File: src/hw/rtl/static_range_encoder_bytes_top_assert.svh
// ----------------------------------------------------------------------------
// Assertion macros for the static range encoder
// Concurrent assertion shorthands clocked on clk_i and disabled in reset.
// ----------------------------------------------------------------------------
`ifndef STATIC_RANGE_ENCODER_BYTES_TOP_ASSERT_SVH
`define STATIC_RANGE_ENCODER_BYTES_TOP_ASSERT_SVH
`ifndef ASSERT_OFF
`define SRENC_ASSERT_IMP(lbl, ante, cons) \
  lbl: assert property (@(posedge clk_i) disable iff (!rst_ni) (ante) |-> (cons)) \
    else $error("srenc assertion failed");
`define SRENC_ASSERT_NXT(lbl, ante, cons) \
  lbl: assert property (@(posedge clk_i) disable iff (!rst_ni) (ante) |=> (cons)) \
    else $error("srenc assertion failed");
`else
`define SRENC_ASSERT_IMP(lbl, ante, cons)
`define SRENC_ASSERT_NXT(lbl, ante, cons)
`endif
`endif

File: src/hw/rtl/srenc_pkg.sv
// ----------------------------------------------------------------------------
// Static range encoder package
// Operation codes, command and status types, and coder constants.
// ----------------------------------------------------------------------------
`timescale 1ns / 1ps
package srenc_pkg;

  typedef enum logic [2:0] {
    OP_COUNT  = 3'd0,
    OP_BUILD  = 3'd1,
    OP_ENCODE = 3'd2,
    OP_FLUSH  = 3'd3,
    OP_READ   = 3'd4
  } op_e;

  typedef enum logic [3:0] {
    ST_IDLE,
    ST_CNT_WR,
    ST_BLD_RD,
    ST_BLD_WR,
    ST_DIV,
    ST_ENC_A,
    ST_ENC_B,
    ST_ENC_M1,
    ST_ENC_M2,
    ST_NORM,
    ST_FLUSH,
    ST_RD_OUT
  } state_e;

  typedef struct packed {
    op_e        op;
    logic [7:0] sym;
    logic [8:0] idx;
  } cmd_t;

  typedef struct packed {
    logic [1:0] level;
  } front_stat_t;

  typedef struct packed {
    logic busy;
    logic built;
  } back_stat_t;

  localparam logic [31:0] TOP_LIMIT    = 32'h0100_0000;
  localparam logic [31:0] BOTTOM_LIMIT = 32'h0001_0000;
  localparam logic [31:0] MAX_TOTAL    = 32'h0001_0000;
  localparam logic [1:0]  QUEUE_DEPTH  = 2'd2;
  localparam logic [2:0]  MAX_BYTES    = 3'd4;

endpackage

File: src/hw/rtl/srenc_front.sv
// ----------------------------------------------------------------------------
// Static range encoder front end
// Accepts input transactions, drops unknown opcodes and queues the rest.
// ----------------------------------------------------------------------------
`timescale 1ns / 1ps
module srenc_front (
  input  logic                     clk_i,
  input  logic                     rst_ni,
  input  logic                     in_valid_i,
  output logic                     in_stall_o,
  input  logic [2:0]               opcode_i,
  input  logic [7:0]               symbol_i,
  input  logic [8:0]               table_index_i,
  input  logic                     pop_i,
  output logic                     q_valid_o,
  output srenc_pkg::cmd_t          q_cmd_o,
  output srenc_pkg::front_stat_t   stat_o
);
  import srenc_pkg::*;

  cmd_t       mem_q [2];
  logic       wr_ptr_q, wr_ptr_d;
  logic       rd_ptr_q, rd_ptr_d;
  logic [1:0] level_q, level_d;
  logic       known;
  logic       push;
  cmd_t       cmd;

  always_comb begin
    case (opcode_i)
      OP_COUNT, OP_BUILD, OP_ENCODE, OP_FLUSH, OP_READ: known = 1'b1;
      default: known = 1'b0;
    endcase
    cmd.op  = op_e'(opcode_i);
    cmd.sym = symbol_i;
    cmd.idx = table_index_i;
  end

  assign in_stall_o   = (level_q == QUEUE_DEPTH);
  assign push         = in_valid_i && !in_stall_o && known;
  assign q_valid_o    = (level_q != 2'd0);
  assign q_cmd_o      = mem_q[rd_ptr_q];
  assign stat_o.level = level_q;

  always_comb begin
    wr_ptr_d = push ? ~wr_ptr_q : wr_ptr_q;
    rd_ptr_d = pop_i ? ~rd_ptr_q : rd_ptr_q;
    level_d  = level_q + {1'b0, push} - {1'b0, pop_i};
  end

  always_ff @(posedge clk_i or negedge rst_ni) begin
    if (!rst_ni) begin
      wr_ptr_q <= 1'b0;
      rd_ptr_q <= 1'b0;
      level_q  <= 2'd0;
    end else begin
      wr_ptr_q <= wr_ptr_d;
      rd_ptr_q <= rd_ptr_d;
      level_q  <= level_d;
    end
  end

  always_ff @(posedge clk_i) begin
    if (push) begin
      mem_q[wr_ptr_q] <= cmd;
    end
  end

endmodule

File: config.mk
export PLATFORM = sky130hd
export DESIGN_NAME = srenc_front
export DESIGN_NICKNAME = d
export VERILOG_FILES = /design/src/hw/rtl/static_range_encoder_bytes_top_assert.svh /design/src/hw/rtl/srenc_pkg.sv /design/src/hw/rtl/srenc_front.sv
export SDC_FILE = /design/constraint.sdc
export NUM_CORES = 1
export LEC_CHECK = 0
export BUFFER_PORTS_ARGS = -buffer_cell sky130_fd_sc_hd__buf_2
export CAP_MARGIN = 20
export CORE_UTILIZATION = 46
export DETAILED_ROUTE_END_ITERATION = 16
export PLACE_DENSITY_LB_ADDON = 0.2
export REMOVE_ABC_BUFFERS = 1
export SETUP_SLACK_MARGIN = 0.05
export SYNTH_ARGS = -nofsm -noshare
export SYNTH_HDL_FRONTEND = slang
export SYNTH_SLANG_ARGS = --single-unit
File: constraint.sdc
create_clock -name clk_i -period 1.83 [get_ports clk_i]
set_input_delay 0.549 -clock clk_i [delete_from_list [all_inputs] [get_ports clk_i]]
set_output_delay 0.549 -clock clk_i [all_outputs]
set_load 0.05 [all_outputs]
==> results of run 1 <==
worst max-delay path, stage by stage, from the launching register on:
cell and delay, ns:
dfrtp_2 0.47, clkbuf_16 0.18, mux2_4 0.31, buf_8 0.15
synthesized netlist by cell type:
library cell / count
nand3b_4: 1
o21ai_1: 1
mux2_1: 1
nor2b_4: 1
xor2_1: 1
ha_1: 2
nor2_1: 2
or2_1: 1
inv_1: 2
xnor2_1: 3
edfxtp_1: 40
dfrtp_1: 4
buf_6: 2
mux2_4: 19
state kept, by name (all words and copies together), names as in the netlist:
name,count
mem_q,40
rd_ptr_q,1
stat_o,2
wr_ptr_q,1
repair_timing:
item	in CTS	in global routing
resized for setup	44	1
gates cloned	1	0
buffers inserted	0	0
setup endpoints to repair	20	20
metal layers:
metal | share of wire [%] | global-route usage (%)
met1 | 40 | 17.9
met2 | 53 | 23.7
met3 | 4.8 | 6.16
met4 | 2.2 | 8.52
met5 | 0 | 0
stage by stage:
stage	utilization (%)	setup WS, ns
3_3_place_gp	60.8	0.0243
2_1_floorplan	-	-0.519
6_report	67.6	-0.124
5_1_grt	67.6	-0.165
3_5_place_dp	60.8	-0.0319
4_1_cts	67.7	-0.141
worst min-delay path by stage:
stage	from	endpoint	slack (ns)	depth (start not counted)
after detailed placement	rst_ni	wr_ptr_q$_DFFE_PN0P_	0.36	1
after floorplan	rst_ni	rd_ptr_q$_DFFE_PN0P_	0.25	0
final	rst_ni	stat_o[0]$_DFF_PN0_	0.05	1
after CTS	rst_ni	rd_ptr_q$_DFFE_PN0P_	0.04	1
after global routing	rst_ni	wr_ptr_q$_DFFE_PN0P_	0.03	1
after global placement	rst_ni	stat_o[1]$_DFF_PN0_	0.36	1
area by class of cell:
| class | count | area share (%) |
|---|---|---|
| inverter | 2 | 0.320 |
| timing repair buffer | 57 | 20.5 |
| sequential | 44 | 55.5 |
| clock buffer | 6 | 3.09 |
| clock inverter | 1 | 0.213 |
| multi-input combinational | 32 | 17.8 |
| tap | 46 | 2.45 |
power by group:
part | switching, mW | total (mW) | internal [mW]
clock network | 0.284 | 0.543 | 0.259
logic | 1.20 | 2.12 | 0.920
registers | 0.103 | 1.41 | 1.30
total | 1.58 | 4.06 | 2.48
cells by family (layout without fill, tap and decap cells):
| logic type | Yosys count | count (layout) | share of synthesized area (%) |
|---|---|---|---|
| AOI/OAI and AO/OA | 1 | 1 | 0.287 |
| xor gates and xnor gates | 4 | 4 | 2.01 |
| adders and majority gates | 2 | 2 | 1.44 |
| buffers and inverters | 4 | 66 | 1.73 |
| DFF | 44 | 44 | 74.8 |
| muxes | 20 | 20 | 17.0 |
| and+or+nand+nor | 5 | 5 | 2.73 |
layout by cell type, fill, tap and decap left out, drive strengths merged:
cell and count:
dfrtp 4, nand3b 1, ha 2, mux2 20, clkinv 1, xnor2 3
edfxtp 40, or2 1, xor2 1, inv 2, buf 56, nor2b 1
clkbuf 7, o21ai 1, nor2 2
==> impl_metrics.env, run 1 <==
export IMPL_status="complete, but fails checks"
export IMPL_violations="negative setup slack"
export IMPL_avgSynthCellArea_um2=21.8
export IMPL_core_um2=3470
export IMPL_p_leak_nw=0.976
export IMPL_cp_data_required_time_ns=1.28
export IMPL_gr_usage_all_layers_pct=15.3
export IMPL_r2r_end="stat_o[1]$_DFF_PN0_"
export IMPL_fin_area_um2=2340
export IMPL_antenna_found_initial=0
export IMPL_fp_dieW_um=63.5
export IMPL_rows=21
export IMPL_rsz0062_at_grt="true"
export IMPL_start_util_pct=50.2
export IMPL_grt_remaining_overflow=0
export IMPL_power_total_mw=4.06
export IMPL_synth_seq_cells=44
export IMPL_place_gp_congestion=0.750
export IMPL_fmax_mhz=512
export IMPL_reg2reg_depth=7
export IMPL_finalSetupViolations=20
export IMPL_clock_root_buffer="clkbuf_8"
export IMPL_syn_to_final_growth_pct=34.7
export IMPL_clockBufferDepth=2
export IMPL_cts_hold_buf=0
export IMPL_instances_no_fill=188
export IMPL_period_share_pct=107
export IMPL_critPathArrivalTime_ns=1.40
export IMPL_place_port_buffers=47
export IMPL_clock_latency_ns=0.29
export IMPL_fill_cells=254
export IMPL_drive_above_1_share_pct=62.0
export IMPL_final_nets=168
export IMPL_wire_per_inst_um=14.0
export IMPL_path_class="reg -> out"
export IMPL_cts_buffers=5
export IMPL_vdd_drop_max_uv=819
export IMPL_finalHoldViolations=0
export IMPL_dp_hpwl_um=1860
export IMPL_clkSlewWorstSetupHoldPaths_ns=0.07
export IMPL_cts_sinks=44
export IMPL_synth_top_area_cell="edfxtp_1"
export IMPL_layout_setup_ws_ns=-0.124
export IMPL_htree_levels=2
export IMPL_die_h_um=63.5
export IMPL_ys_warn_count=0
export IMPL_slew_viol_final=0
export IMPL_diodes=0
export IMPL_cp_max_fo=6
export IMPL_drt_total_wl_um=2620
export IMPL_grt_max_degree=13
export IMPL_grt_pass1_wl_um=4320
export IMPL_first_iter_violations=26
export IMPL_dp_cells=180
export IMPL_num_vias=898
export IMPL_end_kind="output pin"
export IMPL_yosysUniqueCellTypes=14
export IMPL_multi_input_area_um2=418
export IMPL_min_period_ns=1.95
export IMPL_regArea_um2=1300
export IMPL_drtPass1Iterations=4
export IMPL_io_pins=48
export IMPL_crit_start="rd_ptr_q$_DFFE_PN0P_"
export IMPL_power_per_cell_area_nw_per_um2=1730
export IMPL_hp_class="in -> async"
export IMPL_syn_cell_area_um2=1740
export IMPL_fin_worst_skew_ns=0.00422
export IMPL_syn_inst=80
export IMPL_synthTopCellsByArea="edfxtp_1, mux2_4, dfrtp_1"
export IMPL_yosys_area_top_type_share_pct=69.0
export IMPL_drc=0
export IMPL_synth_seq_area_share_pct=74.8
export IMPL_max_slew_margin_pct=83.5
export IMPL_cts_tree="built"
export IMPL_die_area_um2=4030
export IMPL_startpoint_type="flop"
export IMPL_r2r_slack_ns=0.25
export IMPL_crit_end="q_cmd_o[18]"
export IMPL_grt_pass1_vias=936
export IMPL_holdWs_ns=0.0486
export IMPL_r2r_start="stat_o[1]$_DFF_PN0_"
export IMPL_maxCapViolCount=0
export IMPL_routed_via_density=4.78
export IMPL_ant_nets=0
export IMPL_dpl_instance_area_um2=2110
export IMPL_tightest_slew_ns=0.250
export IMPL_fin_tns_setup_ns=-2.00
Power figures use the tool's default switching activity.
==> run 2, diff against run 1 <==
Settings changed: CTS_CLUSTER_SIZE set to 12, SETUP_SLACK_MARGIN 0.05 to 0.4.
==> run 2 against run 1 <==
  * The run still ends with negative setup slack left
  * Wire length up 9.5%
  * Count of clock-buffer cells in the layout unchanged
  * Design area up 7.5%
  * Worst setup slack better by 0.00051 ns
  * Fmax about the same
  * Critical path type unchanged
  * Sequential power about the same
  * Sequential share of layout area down 3.8 points
  * Largest cell class unchanged
  * Clock power about the same
  * Critical path depth unchanged
  * Utilization up 5.1 points
  * Non-clock buffer count up 8
==> impl_metrics.env, run 2 (synthesis results as in run 1) <==
export IMPL_status="complete, but fails checks"
export IMPL_violations="negative setup slack"
export IMPL_syn_to_final_growth_pct=44.9
export IMPL_min_period_ns=1.95
export IMPL_regArea_um2=1300
export IMPL_clockBufferDepth=2
export IMPL_r2r_slack_ns=0.26
export IMPL_worstPathCellList="clkbuf_16 -> mux2_4 -> buf_8"
export IMPL_place_gp_congestion=0.750
export IMPL_dp_cells=180
export IMPL_grt_pass1_vias=978
export IMPL_holdWs_ns=0.0484
export IMPL_htree_levels=2
export IMPL_preCtsSetupSlack_ns=-0.0319
export IMPL_grt_max_degree=13
export IMPL_cp_data_required_time_ns=1.28
export IMPL_power_per_cell_area_nw_per_um2=1740
export IMPL_p_leak_nw=1.04
export IMPL_final_nets=176
export IMPL_fill_cells=224
export IMPL_maxCapViolCount=0
export IMPL_largest_register="mem_q"
export IMPL_cts_hold_buf=0
export IMPL_drtPass1Iterations=4
export IMPL_rsz0062_at_grt="true"
export IMPL_io_pins=48
export IMPL_slew_viol_final=0
export IMPL_cts_sinks=44
export IMPL_layout_setup_ws_ns=-0.123
export IMPL_finalSetupViolations=20
export IMPL_r2r_start="stat_o[1]$_DFF_PN0_"
export IMPL_r2r_end="stat_o[1]$_DFF_PN0_"
export IMPL_multi_input_area_um2=460
export IMPL_drive_above_1_share_pct=67.3
export IMPL_fin_tns_setup_ns=-2.02
export IMPL_end_kind="output pin"
export IMPL_first_iter_violations=30
export IMPL_num_vias=924
export IMPL_fp_dieW_um=63.5
export IMPL_utilization_pct=72.7
export IMPL_layout_commonest_cell="edfxtp_1"
export IMPL_power_total_mw=4.40
export IMPL_crit_slowest_cell="dfrtp_2"
export IMPL_core_um2=3470
export IMPL_ant_nets=0
export IMPL_max_slew_margin_pct=84.7
export IMPL_wire_per_inst_um=14.7
export IMPL_layout_common_cells="edfxtp_1, buf_6, buf_2"
export IMPL_vdd_drop_max_uv=1230
export IMPL_drc=0
export IMPL_diodes=0
export IMPL_instances_no_fill=196
export IMPL_die_h_um=63.5
export IMPL_clock_root_buffer="clkbuf_8"
export IMPL_period_share_pct=107
export IMPL_path_class="reg -> out"
export IMPL_antenna_found_initial=0
export IMPL_die_area_um2=4030
export IMPL_place_port_buffers=47
export IMPL_largest_register_ffs=40
export IMPL_reg2reg_depth=7
export IMPL_dpl_instance_area_um2=2110
export IMPL_fin_area_um2=2520
export IMPL_drt_total_wl_um=2870
export IMPL_hp_class="in -> async"
export IMPL_startpoint_type="flop"
export IMPL_cts_tree="built"
export IMPL_cp_max_fo=6
export IMPL_gr_usage_all_layers_pct=16.5
export IMPL_crit_buf_inv=2
export IMPL_fmax_mhz=512
export IMPL_clock_latency_ns=0.29
export IMPL_dp_hpwl_um=1860
export IMPL_clkSlewWorstSetupHoldPaths_ns=0.07
export IMPL_rows=21
export IMPL_grt_remaining_overflow=0
export IMPL_cp_top_family="flip-flops"
export IMPL_grt_pass1_wl_um=4670
export IMPL_tightest_slew_ns=0.228
export IMPL_start_util_pct=50.2
export IMPL_slowest_delay_ns=0.47
export IMPL_fin_worst_skew_ns=0.00394
export IMPL_cts_buffers=5
export IMPL_finalHoldViolations=0
export IMPL_routed_via_density=4.71
export IMPL_critPathArrivalTime_ns=1.40
[run 2: cell count changes in the layout (fill, tap and decap cells not counted), sizes merged]
cell / change
buf: +8
[run 2: area by class of cell]
class | instances | share of cell area (%)
Multi-Input combinational cell | 32 | 18.3
Clock buffer | 6 | 2.88
Inverter | 2 | 0.397
Clock inverter | 1 | 0.199
Timing Repair Buffer | 65 | 24.3
Sequential cell | 44 | 51.7
Tap cell | 46 | 2.28
[run 2: power by group]
group          switching [mW]  total [mW]  leakage (nW)  internal (mW)
Sequential              0.108        1.41         0.412           1.31
Clock                   0.287       0.546        0.0410          0.259
Combinational            1.28        2.44         0.589           1.16
[run 2: worst register-to-register path, stage by stage (launching register included)]
cell and delay [ns]:
dfrtp_1 0.42, nor2b_4 0.16, nand3b_4 0.17, ha_4 0.29, inv_4 0.03, ha_4 0.15
xnor2_2 0.13, xnor2_1 0.12
[run 2: worst max-delay path by stage]
stage | start | to | slack, ns | depth (start not counted)
after floorplan | stat_o[0]$_DFF_PN0_ | mem_q[1][0]$_DFFE_PP_ | -0.52 | 3
after global placement | opcode_i[0] | stat_o[1]$_DFF_PN0_ | 0.02 | 8
after detailed placement | opcode_i[0] | stat_o[1]$_DFF_PN0_ | -0.03 | 8
after CTS | rd_ptr_q$_DFFE_PN0P_ | q_cmd_o[18] | -0.14 | 3
after global routing | rd_ptr_q$_DFFE_PN0P_ | q_cmd_o[18] | -0.16 | 3
final | rd_ptr_q$_DFFE_PN0P_ | q_cmd_o[18] | -0.12 | 3
[run 2: routing by layer]
layer | global-route usage [%] | up-vias | part of all wire (%)
li1 | - | 442 | -
met1 | 18.9 | 441 | 41
met2 | 26.1 | 34 | 52
met5 | 0 | - | 0
met3 | 6.52 | 7 | 4.9
met4 | 9.66 | 0 | 2.9
[run 2: what timing repair did]
action	4_1_cts	5_1_grt
hold endpoints to repair	0	0
cloned	3	0
setup buffers	4	2
resized for setup	72	4
endpoints found under the setup margin	65	66
pin swaps	5	6
